### config.mk
export PLATFORM = sky130hd
export DESIGN_NAME = multi_motor_step_positioner
export DESIGN_NICKNAME = d
export VERILOG_FILES = /design/src/rtl/core/msp_pkg.sv /design/src/rtl/core/multi_motor_step_positioner.sv /design/src/rtl/core/msp_motor_update.sv
export SDC_FILE = /design/constraint.sdc
export NUM_CORES = 2
export LEC_CHECK = 0
export BUFFER_PORTS_ARGS = -buffer_cell sky130_fd_sc_hd__buf_2
export CORE_MARGIN = 2
export CORE_UTILIZATION = 35
export CTS_CLUSTER_SIZE = 8
export DETAILED_ROUTE_END_ITERATION = 7
export PLACE_DENSITY = 0.48
export SLEW_MARGIN = 25
export SYNTH_ARGS = -nofsm -noshare
export SYNTH_HDL_FRONTEND = slang
export SYNTH_HIERARCHICAL = 1
export SYNTH_SLANG_ARGS = --single-unit
### constraint.sdc
create_clock -name clk_i -period 14.44 [get_ports clk_i]
set_input_delay 0.722 -clock clk_i [delete_from_list [all_inputs] [get_ports clk_i]]
set_output_delay 0.722 -clock clk_i [all_outputs]
set_load 0.02 [all_outputs]
### src/rtl/core/msp_pkg.sv
// Package for the multi-motor step positioner.
// Holds operation, response, status and register codes, the motor state type
// and the reset constants. It depends on nothing.
package msp_pkg;

  // Number of motors and the widths derived from it.
  localparam int MOTOR_COUNT = 3;
  localparam int MSEL_W      = (MOTOR_COUNT > 1) ? $clog2(MOTOR_COUNT) : 1;

  // Field widths fixed by the interface.
  localparam int OP_W      = 3;
  localparam int INDEX_W   = 3;
  localparam int POS_W     = 32;
  localparam int ELAPSED_W = 16;
  localparam int RATE_W    = 8;
  localparam int TRAVEL_W  = 31;
  localparam int LOAD_W    = 6;
  localparam int STEP_W    = ELAPSED_W + RATE_W;
  localparam int CFG_IDX_W = 3;
  localparam int CFG_DATA_W = 32;

  // Travel registers exist for three motors whatever the motor count.
  localparam int TRAVEL_COUNT = 3;

  localparam logic [LOAD_W-1:0] LOAD_MOVING = LOAD_W'(35);
  localparam logic [LOAD_W-1:0] LOAD_IDLE   = '0;
  localparam logic [RATE_W-1:0] RATE_RESET  = RATE_W'(2);

  typedef enum logic [OP_W-1:0] {
    OP_TICK        = 3'd0,
    OP_HALT        = 3'd1,
    OP_SYNC        = 3'd2,
    OP_RAW_MOVE    = 3'd3,
    OP_GUARDED_MOVE = 3'd4
  } op_e;

  typedef enum logic [2:0] {
    RESP_OK        = 3'd0,
    RESP_NO_MOTOR  = 3'd1,
    RESP_NOT_CAL   = 3'd2,
    RESP_INVALID   = 3'd3,
    RESP_BUSY      = 3'd4
  } resp_e;

  typedef enum logic [1:0] {
    ST_UP     = 2'd0,
    ST_DOWN   = 2'd1,
    ST_HALTED = 2'd2
  } status_e;

  typedef enum logic [CFG_IDX_W-1:0] {
    CFG_STEPS_PER_MS = 3'd0,
    CFG_TRAVEL0      = 3'd1,
    CFG_TRAVEL1      = 3'd2,
    CFG_TRAVEL2      = 3'd3
  } cfg_idx_e;

  // Stored state of one motor.
  typedef struct packed {
    status_e             status;
    logic [LOAD_W-1:0]   load;
    logic [POS_W-1:0]    position;
    logic [POS_W-1:0]    target;
  } motor_state_t;

  // Request as seen by one motor's update logic.
  typedef struct packed {
    op_e                 op;
    logic                addressed;
    logic [POS_W-1:0]    value;
    logic [STEP_W-1:0]   step;
  } motor_cmd_t;

  // Reset position of a motor; the target resets to the same value.
  function automatic logic [POS_W-1:0] reset_position(input int m);
    logic [POS_W-1:0] pos;
    unique case (m)
      1:       pos = POS_W'(0);
      default: pos = POS_W'(20000);
    endcase
    return pos;
  endfunction

  // Reset travel of a motor.
  function automatic logic [TRAVEL_W-1:0] reset_travel(input int m);
    logic [TRAVEL_W-1:0] tr;
    unique case (m)
      1:       tr = TRAVEL_W'(12000);
      default: tr = TRAVEL_W'(40000);
    endcase
    return tr;
  endfunction

endpackage

### src/rtl/core/multi_motor_step_positioner.sv
// Top level of the multi-motor step positioner: request register, motor state,
// configuration registers and result register. Depends on msp_pkg and
// msp_motor_update.
//
//   channel   handshake                  payload
//   request   start_i, busy_o            operation_i, motor_index_i,
//                                        target_position_i, elapsed_ms_i
//   result    done_o (one-cycle strobe)  response_o, motor_status_o, motor_load_o,
//                                        motor_position_o, motor_target_o
//   config    cfg_valid_i, cfg_ready_o   cfg_index_i, cfg_data_i
//
// A request is registered with its step count (elapsed times rate) on the edge
// that accepts it; the motors update and the result is registered on the next
// edge. A new request is taken every cycle: busy_o stays low and cfg_ready_o
// stays high. Reset restores the power-up positions, targets, rate and travels;
// the receiver cannot stall.
module multi_motor_step_positioner (
  input  logic                                clk_i,
  input  logic                                rst_ni,
  input  logic                                start_i,
  output logic                                busy_o,
  input  logic [msp_pkg::OP_W-1:0]            operation_i,
  input  logic [msp_pkg::INDEX_W-1:0]         motor_index_i,
  input  logic signed [msp_pkg::POS_W-1:0]    target_position_i,
  input  logic [msp_pkg::ELAPSED_W-1:0]       elapsed_ms_i,
  input  logic                                cfg_valid_i,
  output logic                                cfg_ready_o,
  input  logic [msp_pkg::CFG_IDX_W-1:0]       cfg_index_i,
  input  logic [msp_pkg::CFG_DATA_W-1:0]      cfg_data_i,
  output logic                                done_o,
  output logic [2:0]                          response_o,
  output logic [1:0]                          motor_status_o,
  output logic [msp_pkg::LOAD_W-1:0]          motor_load_o,
  output logic signed [msp_pkg::POS_W-1:0]    motor_position_o,
  output logic signed [msp_pkg::POS_W-1:0]    motor_target_o
);

  // Configuration registers.
  logic [msp_pkg::RATE_W-1:0]   rate_q;
  logic [msp_pkg::TRAVEL_W-1:0] travel_q [msp_pkg::TRAVEL_COUNT];

  // Request register.
  logic                          req_valid_q;
  msp_pkg::op_e                  op_q;
  logic [msp_pkg::INDEX_W-1:0]   idx_q;
  logic [msp_pkg::POS_W-1:0]     value_q;
  logic [msp_pkg::STEP_W-1:0]    step_q;
  logic [msp_pkg::STEP_W-1:0]    step_d;

  // Motor state and its next value.
  msp_pkg::motor_state_t         state_q [msp_pkg::MOTOR_COUNT];
  msp_pkg::motor_state_t         state_d [msp_pkg::MOTOR_COUNT];
  msp_pkg::resp_e                motor_resp [msp_pkg::MOTOR_COUNT];

  // Result register.
  logic                          done_q;
  msp_pkg::resp_e                resp_q;
  msp_pkg::resp_e                resp_d;
  msp_pkg::motor_state_t         res_q;
  msp_pkg::motor_state_t         res_d;

  logic                          idx_valid;
  logic                          accept;

  assign busy_o      = 1'b0;
  assign cfg_ready_o = 1'b1;
  assign accept      = start_i && !busy_o;

  // Configuration writes; indexes beyond the list are ignored.
  always_ff @(posedge clk_i or negedge rst_ni) begin
    if (!rst_ni) begin
      rate_q <= msp_pkg::RATE_RESET;
      for (int m = 0; m < msp_pkg::TRAVEL_COUNT; m++) begin
        travel_q[m] <= msp_pkg::reset_travel(m);
      end
    end else if (cfg_valid_i && cfg_ready_o) begin
      unique case (msp_pkg::cfg_idx_e'(cfg_index_i))
        msp_pkg::CFG_STEPS_PER_MS: rate_q <= cfg_data_i[msp_pkg::RATE_W-1:0];
        msp_pkg::CFG_TRAVEL0:      travel_q[0] <= cfg_data_i[msp_pkg::TRAVEL_W-1:0];
        msp_pkg::CFG_TRAVEL1:      travel_q[1] <= cfg_data_i[msp_pkg::TRAVEL_W-1:0];
        msp_pkg::CFG_TRAVEL2:      travel_q[2] <= cfg_data_i[msp_pkg::TRAVEL_W-1:0];
        default: begin
        end
      endcase
    end
  end

  // The step count is multiplied out as the request is registered.
  assign step_d = msp_pkg::STEP_W'(elapsed_ms_i) * msp_pkg::STEP_W'(rate_q);

  always_ff @(posedge clk_i or negedge rst_ni) begin
    if (!rst_ni) begin
      req_valid_q <= 1'b0;
    end else begin
      req_valid_q <= accept;
    end
  end

  always_ff @(posedge clk_i) begin
    if (accept) begin
      op_q    <= msp_pkg::op_e'(operation_i);
      idx_q   <= motor_index_i;
      value_q <= target_position_i;
      step_q  <= step_d;
    end
  end

  assign idx_valid = (idx_q < msp_pkg::INDEX_W'(msp_pkg::MOTOR_COUNT));

  // One update unit per motor.
  for (genvar m = 0; m < msp_pkg::MOTOR_COUNT; m++) begin : g_motor
    msp_pkg::motor_cmd_t cmd;

    assign cmd.op        = op_q;
    assign cmd.addressed = (idx_q == msp_pkg::INDEX_W'(m));
    assign cmd.value     = value_q;
    assign cmd.step      = step_q;

    msp_motor_update u_update (
      .cmd_i    (cmd),
      .state_i  (state_q[m]),
      .travel_i (travel_q[m]),
      .state_o  (state_d[m]),
      .resp_o   (motor_resp[m])
    );

    always_ff @(posedge clk_i or negedge rst_ni) begin
      if (!rst_ni) begin
        state_q[m].status   <= msp_pkg::ST_HALTED;
        state_q[m].load     <= msp_pkg::LOAD_IDLE;
        state_q[m].position <= msp_pkg::reset_position(m);
        state_q[m].target   <= msp_pkg::reset_position(m);
      end else if (req_valid_q) begin
        state_q[m] <= state_d[m];
      end
    end
  end

  // Response code and the addressed motor's state after the request.
  always_comb begin
    res_d.status   = msp_pkg::ST_HALTED;
    res_d.load     = msp_pkg::LOAD_IDLE;
    res_d.position = '0;
    res_d.target   = '0;
    if (idx_valid) begin
      res_d = state_d[idx_q[msp_pkg::MSEL_W-1:0]];
    end
    if (op_q == msp_pkg::OP_TICK) begin
      resp_d = msp_pkg::RESP_OK;
    end else if (!idx_valid) begin
      resp_d = msp_pkg::RESP_NO_MOTOR;
    end else begin
      resp_d = motor_resp[idx_q[msp_pkg::MSEL_W-1:0]];
    end
  end

  always_ff @(posedge clk_i or negedge rst_ni) begin
    if (!rst_ni) begin
      done_q <= 1'b0;
    end else begin
      done_q <= req_valid_q;
    end
  end

  always_ff @(posedge clk_i) begin
    if (req_valid_q) begin
      resp_q <= resp_d;
      res_q  <= res_d;
    end
  end

  assign done_o           = done_q;
  assign response_o       = resp_q;
  assign motor_status_o   = res_q.status;
  assign motor_load_o     = res_q.load;
  assign motor_position_o = res_q.position;
  assign motor_target_o   = res_q.target;

endmodule

### src/rtl/core/msp_motor_update.sv
// Next-state logic of one motor: tick stepping, halt, sync, moves and the
// guarded move checks. Uses types and constants from msp_pkg.
module msp_motor_update (
  input  msp_pkg::motor_cmd_t                    cmd_i,
  input  msp_pkg::motor_state_t                  state_i,
  input  logic [msp_pkg::TRAVEL_W-1:0]           travel_i,
  output msp_pkg::motor_state_t                  state_o,
  output msp_pkg::resp_e                         resp_o
);

  logic                          at_target;
  logic                          up;
  logic signed [msp_pkg::POS_W:0] pos_ext;
  logic signed [msp_pkg::POS_W:0] tgt_ext;
  logic [msp_pkg::POS_W:0]       gap;
  logic                          reaches;
  logic [msp_pkg::POS_W-1:0]     step_ext;
  logic [msp_pkg::POS_W-1:0]     stepped;
  logic                          out_of_range;

  // Distance to the target and direction, taken before the motor moves.
  assign pos_ext   = {state_i.position[msp_pkg::POS_W-1], state_i.position};
  assign tgt_ext   = {state_i.target[msp_pkg::POS_W-1], state_i.target};
  assign at_target = (state_i.position == state_i.target);
  assign up        = (tgt_ext > pos_ext);
  assign gap       = up ? 33'(tgt_ext - pos_ext) : 33'(pos_ext - tgt_ext);
  assign step_ext  = msp_pkg::POS_W'(cmd_i.step);
  assign reaches   = ({1'b0, step_ext} >= gap);
  assign stepped   = up ? (state_i.position + step_ext) : (state_i.position - step_ext);

  // A guarded target must lie in 0..travel.
  assign out_of_range = cmd_i.value[msp_pkg::POS_W-1] ||
                        (cmd_i.value[msp_pkg::POS_W-2:0] > travel_i);

  always_comb begin
    state_o = state_i;
    resp_o  = msp_pkg::RESP_OK;
    if (cmd_i.op == msp_pkg::OP_TICK) begin
      // Every motor steps on a tick; arrival shows as halted on the next one.
      if (at_target) begin
        state_o.status = msp_pkg::ST_HALTED;
        state_o.load   = msp_pkg::LOAD_IDLE;
      end else begin
        state_o.status   = up ? msp_pkg::ST_UP : msp_pkg::ST_DOWN;
        state_o.load     = msp_pkg::LOAD_MOVING;
        state_o.position = reaches ? state_i.target : stepped;
      end
    end else if (cmd_i.addressed) begin
      unique case (cmd_i.op)
        msp_pkg::OP_HALT: begin
          state_o.target = state_i.position;
        end
        msp_pkg::OP_SYNC: begin
          state_o.position = cmd_i.value;
          state_o.target   = cmd_i.value;
        end
        msp_pkg::OP_RAW_MOVE: begin
          state_o.target = cmd_i.value;
        end
        msp_pkg::OP_GUARDED_MOVE: begin
          if (travel_i == '0) begin
            resp_o = msp_pkg::RESP_NOT_CAL;
          end else if (out_of_range) begin
            resp_o = msp_pkg::RESP_INVALID;
          end else if (state_i.status != msp_pkg::ST_HALTED) begin
            resp_o = msp_pkg::RESP_BUSY;
          end else begin
            state_o.target = cmd_i.value;
          end
        end
        default: begin
          // Undefined codes leave the motor alone.
          state_o = state_i;
        end
      endcase
    end
  end

endmodule

==> metrics.md <==
| Metric | Value |
|---|---|
| CP max FO | 42 |
| Clk buf depth | 3 |
| Synth warn | 6 |
| Yosys reg bits | 456 |
| Post-DP HPWL | 144.4 mm |
| Synth area leaders | dfrtp_1 14%, ha_1 13%, edfxtp_1 8.4% |
| Cell Area, Synth | 48950 µm² |
| Drt pass-1 iters | 8 |
| Final hold violation count | 0 |
| Gp weighted congestion | 0.9760 |
| Initial antenna violation count | 3 |
| Reg2reg end | motor_position_o[10] |
| Root Buffer | clkbuf_16 |
| Global-route wire length before repair | 276.2 mm |
| WHS | 0.05287 ns |
| Largest net degree at the start of global routing | 100 |
| Synthesized instance count | 5647 |
| Vias per Instance | 5.760 |
| Reg2Reg Depth | 27 |
| Post-CTS setup buffer count | 0 |
| DRC Markers | 2 |
| Die width | 378.0 µm |
| CP max stage delay | 0.88 ns |
| Slew HR | 23.73% |
| Total track usage | 25.53% |
| Slowest CP cell | nor3_2 |
| Critical path class | reg2reg |
| Total number of vias | 43779 |
| H-tree level count | 3 |
| Mean Syn Cell Area | 8.668 µm² |
| CTS tree | built |
| Most common cell on crit path | a21oi_1 |
| Vias in the first global route | 43045 |
| Boundary pin count | 171 |
| Die Footprint | 142900 µm² |
| Status | finished, violations left |
| Final WL | 184.8 mm |
| Req. time, crit path | 14.85 ns |
| FF-to-FF Start | state_q[31] |
| Fin Clk Skew | 0.05375 ns |
| # hold bufs at CTS | 0 |
| Worst Hold Class | in2async |
| Total grt overflow | 0 |
| CORE AREA | 139200 µm² |
| Area grow syn2layout | 9.642% |
| RSZ-0062 raised after global routing | false |
| Total Neg Setup Slack | 0 ns |
| Number of buffers and inverters on the critical path | 2 |
| Post-synth net total | 6330 |
| Synth Flop Type | dfrtp_1 |
| Max Fclk | 0.1060 GHz |
| Initial core utilization | 35.17% |
| Final ANT Viol Nets | 0 |
| Cell variety after synth | 112 |
| CP Capture Type | flop |
| # resized after CTS | 0 |
| Starting DRT DRC Count | 3889 |
| Post-synth EDFFs | 137 |
| Nature of the critical path startpoint | flop |
| Worst-Margin Slew | 1.138 ns |
| Synth top area share | 14.21% |
| Wirelength per Cell | 24.32 µm |
| Sink Count | 456 |
| Fin nets | 6349 |
| Slew Limit Fails | 0 |
| Worst-path clk slew | 0.06 ns |
| Setup-failing EPs final | 0 |
| Reg-to-reg slack, setup | 5.01 ns |
| Buffers on Ports | 167 |
| Tmin final | 9.430 ns |
| Failing checks | DRC |
| Max-capacitance violation count | 0 |
| Fillers | 14441 |
| Fraction of layout cells with a size suffix above 1 | 13.53% |
| Worst-skew pair later-pin latency | 0.72 ns |
| Post-synthesis sequential area ratio | 24.82% |
| # rows | 137 |
| CP top delay family | simple AND/OR/NAND/NOR gates |
| Arrival time at the worst endpoint | 9.84 ns |
| Period utilization | 65.30% |
| CTS buffer count | 71 |
| Die Y | 378.0 µm |
| Cell accounting for the most synthesized area | dfrtp_1 |
| Synth async-reset ratio | 69.96% |
placed cells by master, fill, tap and decap left out, types with 108 or more instances in the layout:
cell type | netlist | routed
inv_1 | 491 | 491
o21ai_0 | 288 | 288
a21oi_1 | 459 | 457
xor2_1 | 108 | 108
and2_1 | 127 | 127
ha_1 | 497 | 497
a21o_1 | 141 | 141
dfrtp_1 | 278 | 277
mux2i_1 | 154 | 154
nor2_1 | 405 | 401
mux2_2 | 307 | 307
buf_2 | 82 | 165
a22oi_1 | 124 | 124
edfxtp_1 | 137 | 137
xnor2_1 | 138 | 138
nand2_1 | 338 | 338
through the flow:
stage          util (%)  instance area (µm²)  worst slack, ns  cells
6_report          38.56                53670            5.010   7600
3_3_place_gp      37.00                51510            5.283   7469
5_1_grt           38.55                53660            4.782   7596
2_1_floorplan         -                48950            8.057   5647
4_1_cts           38.55                53660            5.191   7596
3_5_place_dp      37.00                51510            5.227   7469
synthesized netlist by cell type, types with 32 or more instances:
| master | n |
|---|---|
| mux2_1 | 42 |
| a211oi_1 | 41 |
| ha_1 | 497 |
| xnor2_1 | 138 |
| fa_1 | 93 |
| nor2b_1 | 84 |
| dfrtp_1 | 278 |
| a221o_1 | 45 |
| inv_1 | 491 |
| o21a_1 | 74 |
| a21o_1 | 141 |
| o211ai_1 | 57 |
| a31oi_1 | 32 |
| xor2_1 | 108 |
| edfxtp_1 | 137 |
| and2_1 | 127 |
| a22oi_1 | 124 |
| clkbuf_1 | 163 |
| mux2i_1 | 154 |
| nor3_1 | 95 |
| a21oi_1 | 459 |
| o21ai_0 | 288 |
| nand3_1 | 95 |
| nor2_1 | 405 |
| o2bb2ai_1 | 35 |
| buf_2 | 82 |
| nor4_1 | 37 |
| o31ai_1 | 44 |
| a22o_1 | 36 |
| dfstp_2 | 41 |
| nand2_1 | 338 |
| mux2_2 | 307 |
| o21ai_1 | 42 |
| nand4_1 | 92 |
metal layers:
metal | up-vias | wire (µm) | track usage, %
met5 | - | 0 | 0
met1 | 21706 | 84300 | 34.77
met2 | 1328 | 84550 | 41.60
met4 | 0 | 6707 | 8.667
li1 | 20483 | - | -
met3 | 262 | 9286 | 3.211
final cells by class:
| type | instances | area (µm²) | area share (%) |
|---|---|---|---|
| Tap cell | 1876 | 2347 | 4.374 |
| Multi-Input combinational cell | 4408 | 33760 | 62.90 |
| Inverter | 491 | 1843 | 3.434 |
| Sequential cell | 456 | 12150 | 22.64 |
| Clock inverter | 17 | 180.2 | 0.3357 |
| Clock buffer | 110 | 1973 | 3.676 |
| Antenna cell | 4 | 10.01 | 0.01865 |
| Timing Repair Buffer | 238 | 1406 | 2.620 |
kinds of logic after synthesis:
| kind of cell | count (synthesis) | share of synthesized area [%] |
|---|---|---|
| fa+ha+maj | 590 | 16.51 |
| buf+inv | 783 | 6.493 |
| compound gates | 1640 | 22.18 |
| other cells | 2 | 0.01534 |
| mux | 505 | 11.24 |
| flops | 456 | 24.82 |
| simple gates | 1425 | 14.35 |
| xor+xnor | 246 | 4.402 |
worst max-delay path by stage:
stage	start	endpoint	slack (ns)	cells past startpoint
detailed placement	state_q[31]	motor_position_o[19]	5.23	25
CTS	state_q[31]	motor_position_o[19]	5.19	25
floorplan	state_q[158]	motor_position_o[30]	8.06	31
global placement	state_q[31]	motor_position_o[19]	5.28	25
finish	state_q[31]	motor_position_o[10]	5.01	27
global route	state_q[31]	motor_position_o[20]	4.78	26
sequential cells by signal, indices dropped and copies added (netlist names), 6 cells and up:
signal	cells
motor_target_o	32
travel_q	93
step_q	24
value_q	32
motor_position_o	32
state_q	216
motor_load_o	6
rate_q	8
Power is left out: the tool's default activity adds up to more than one toggle a clock period on the data nets, which glitch-free logic cannot reach.
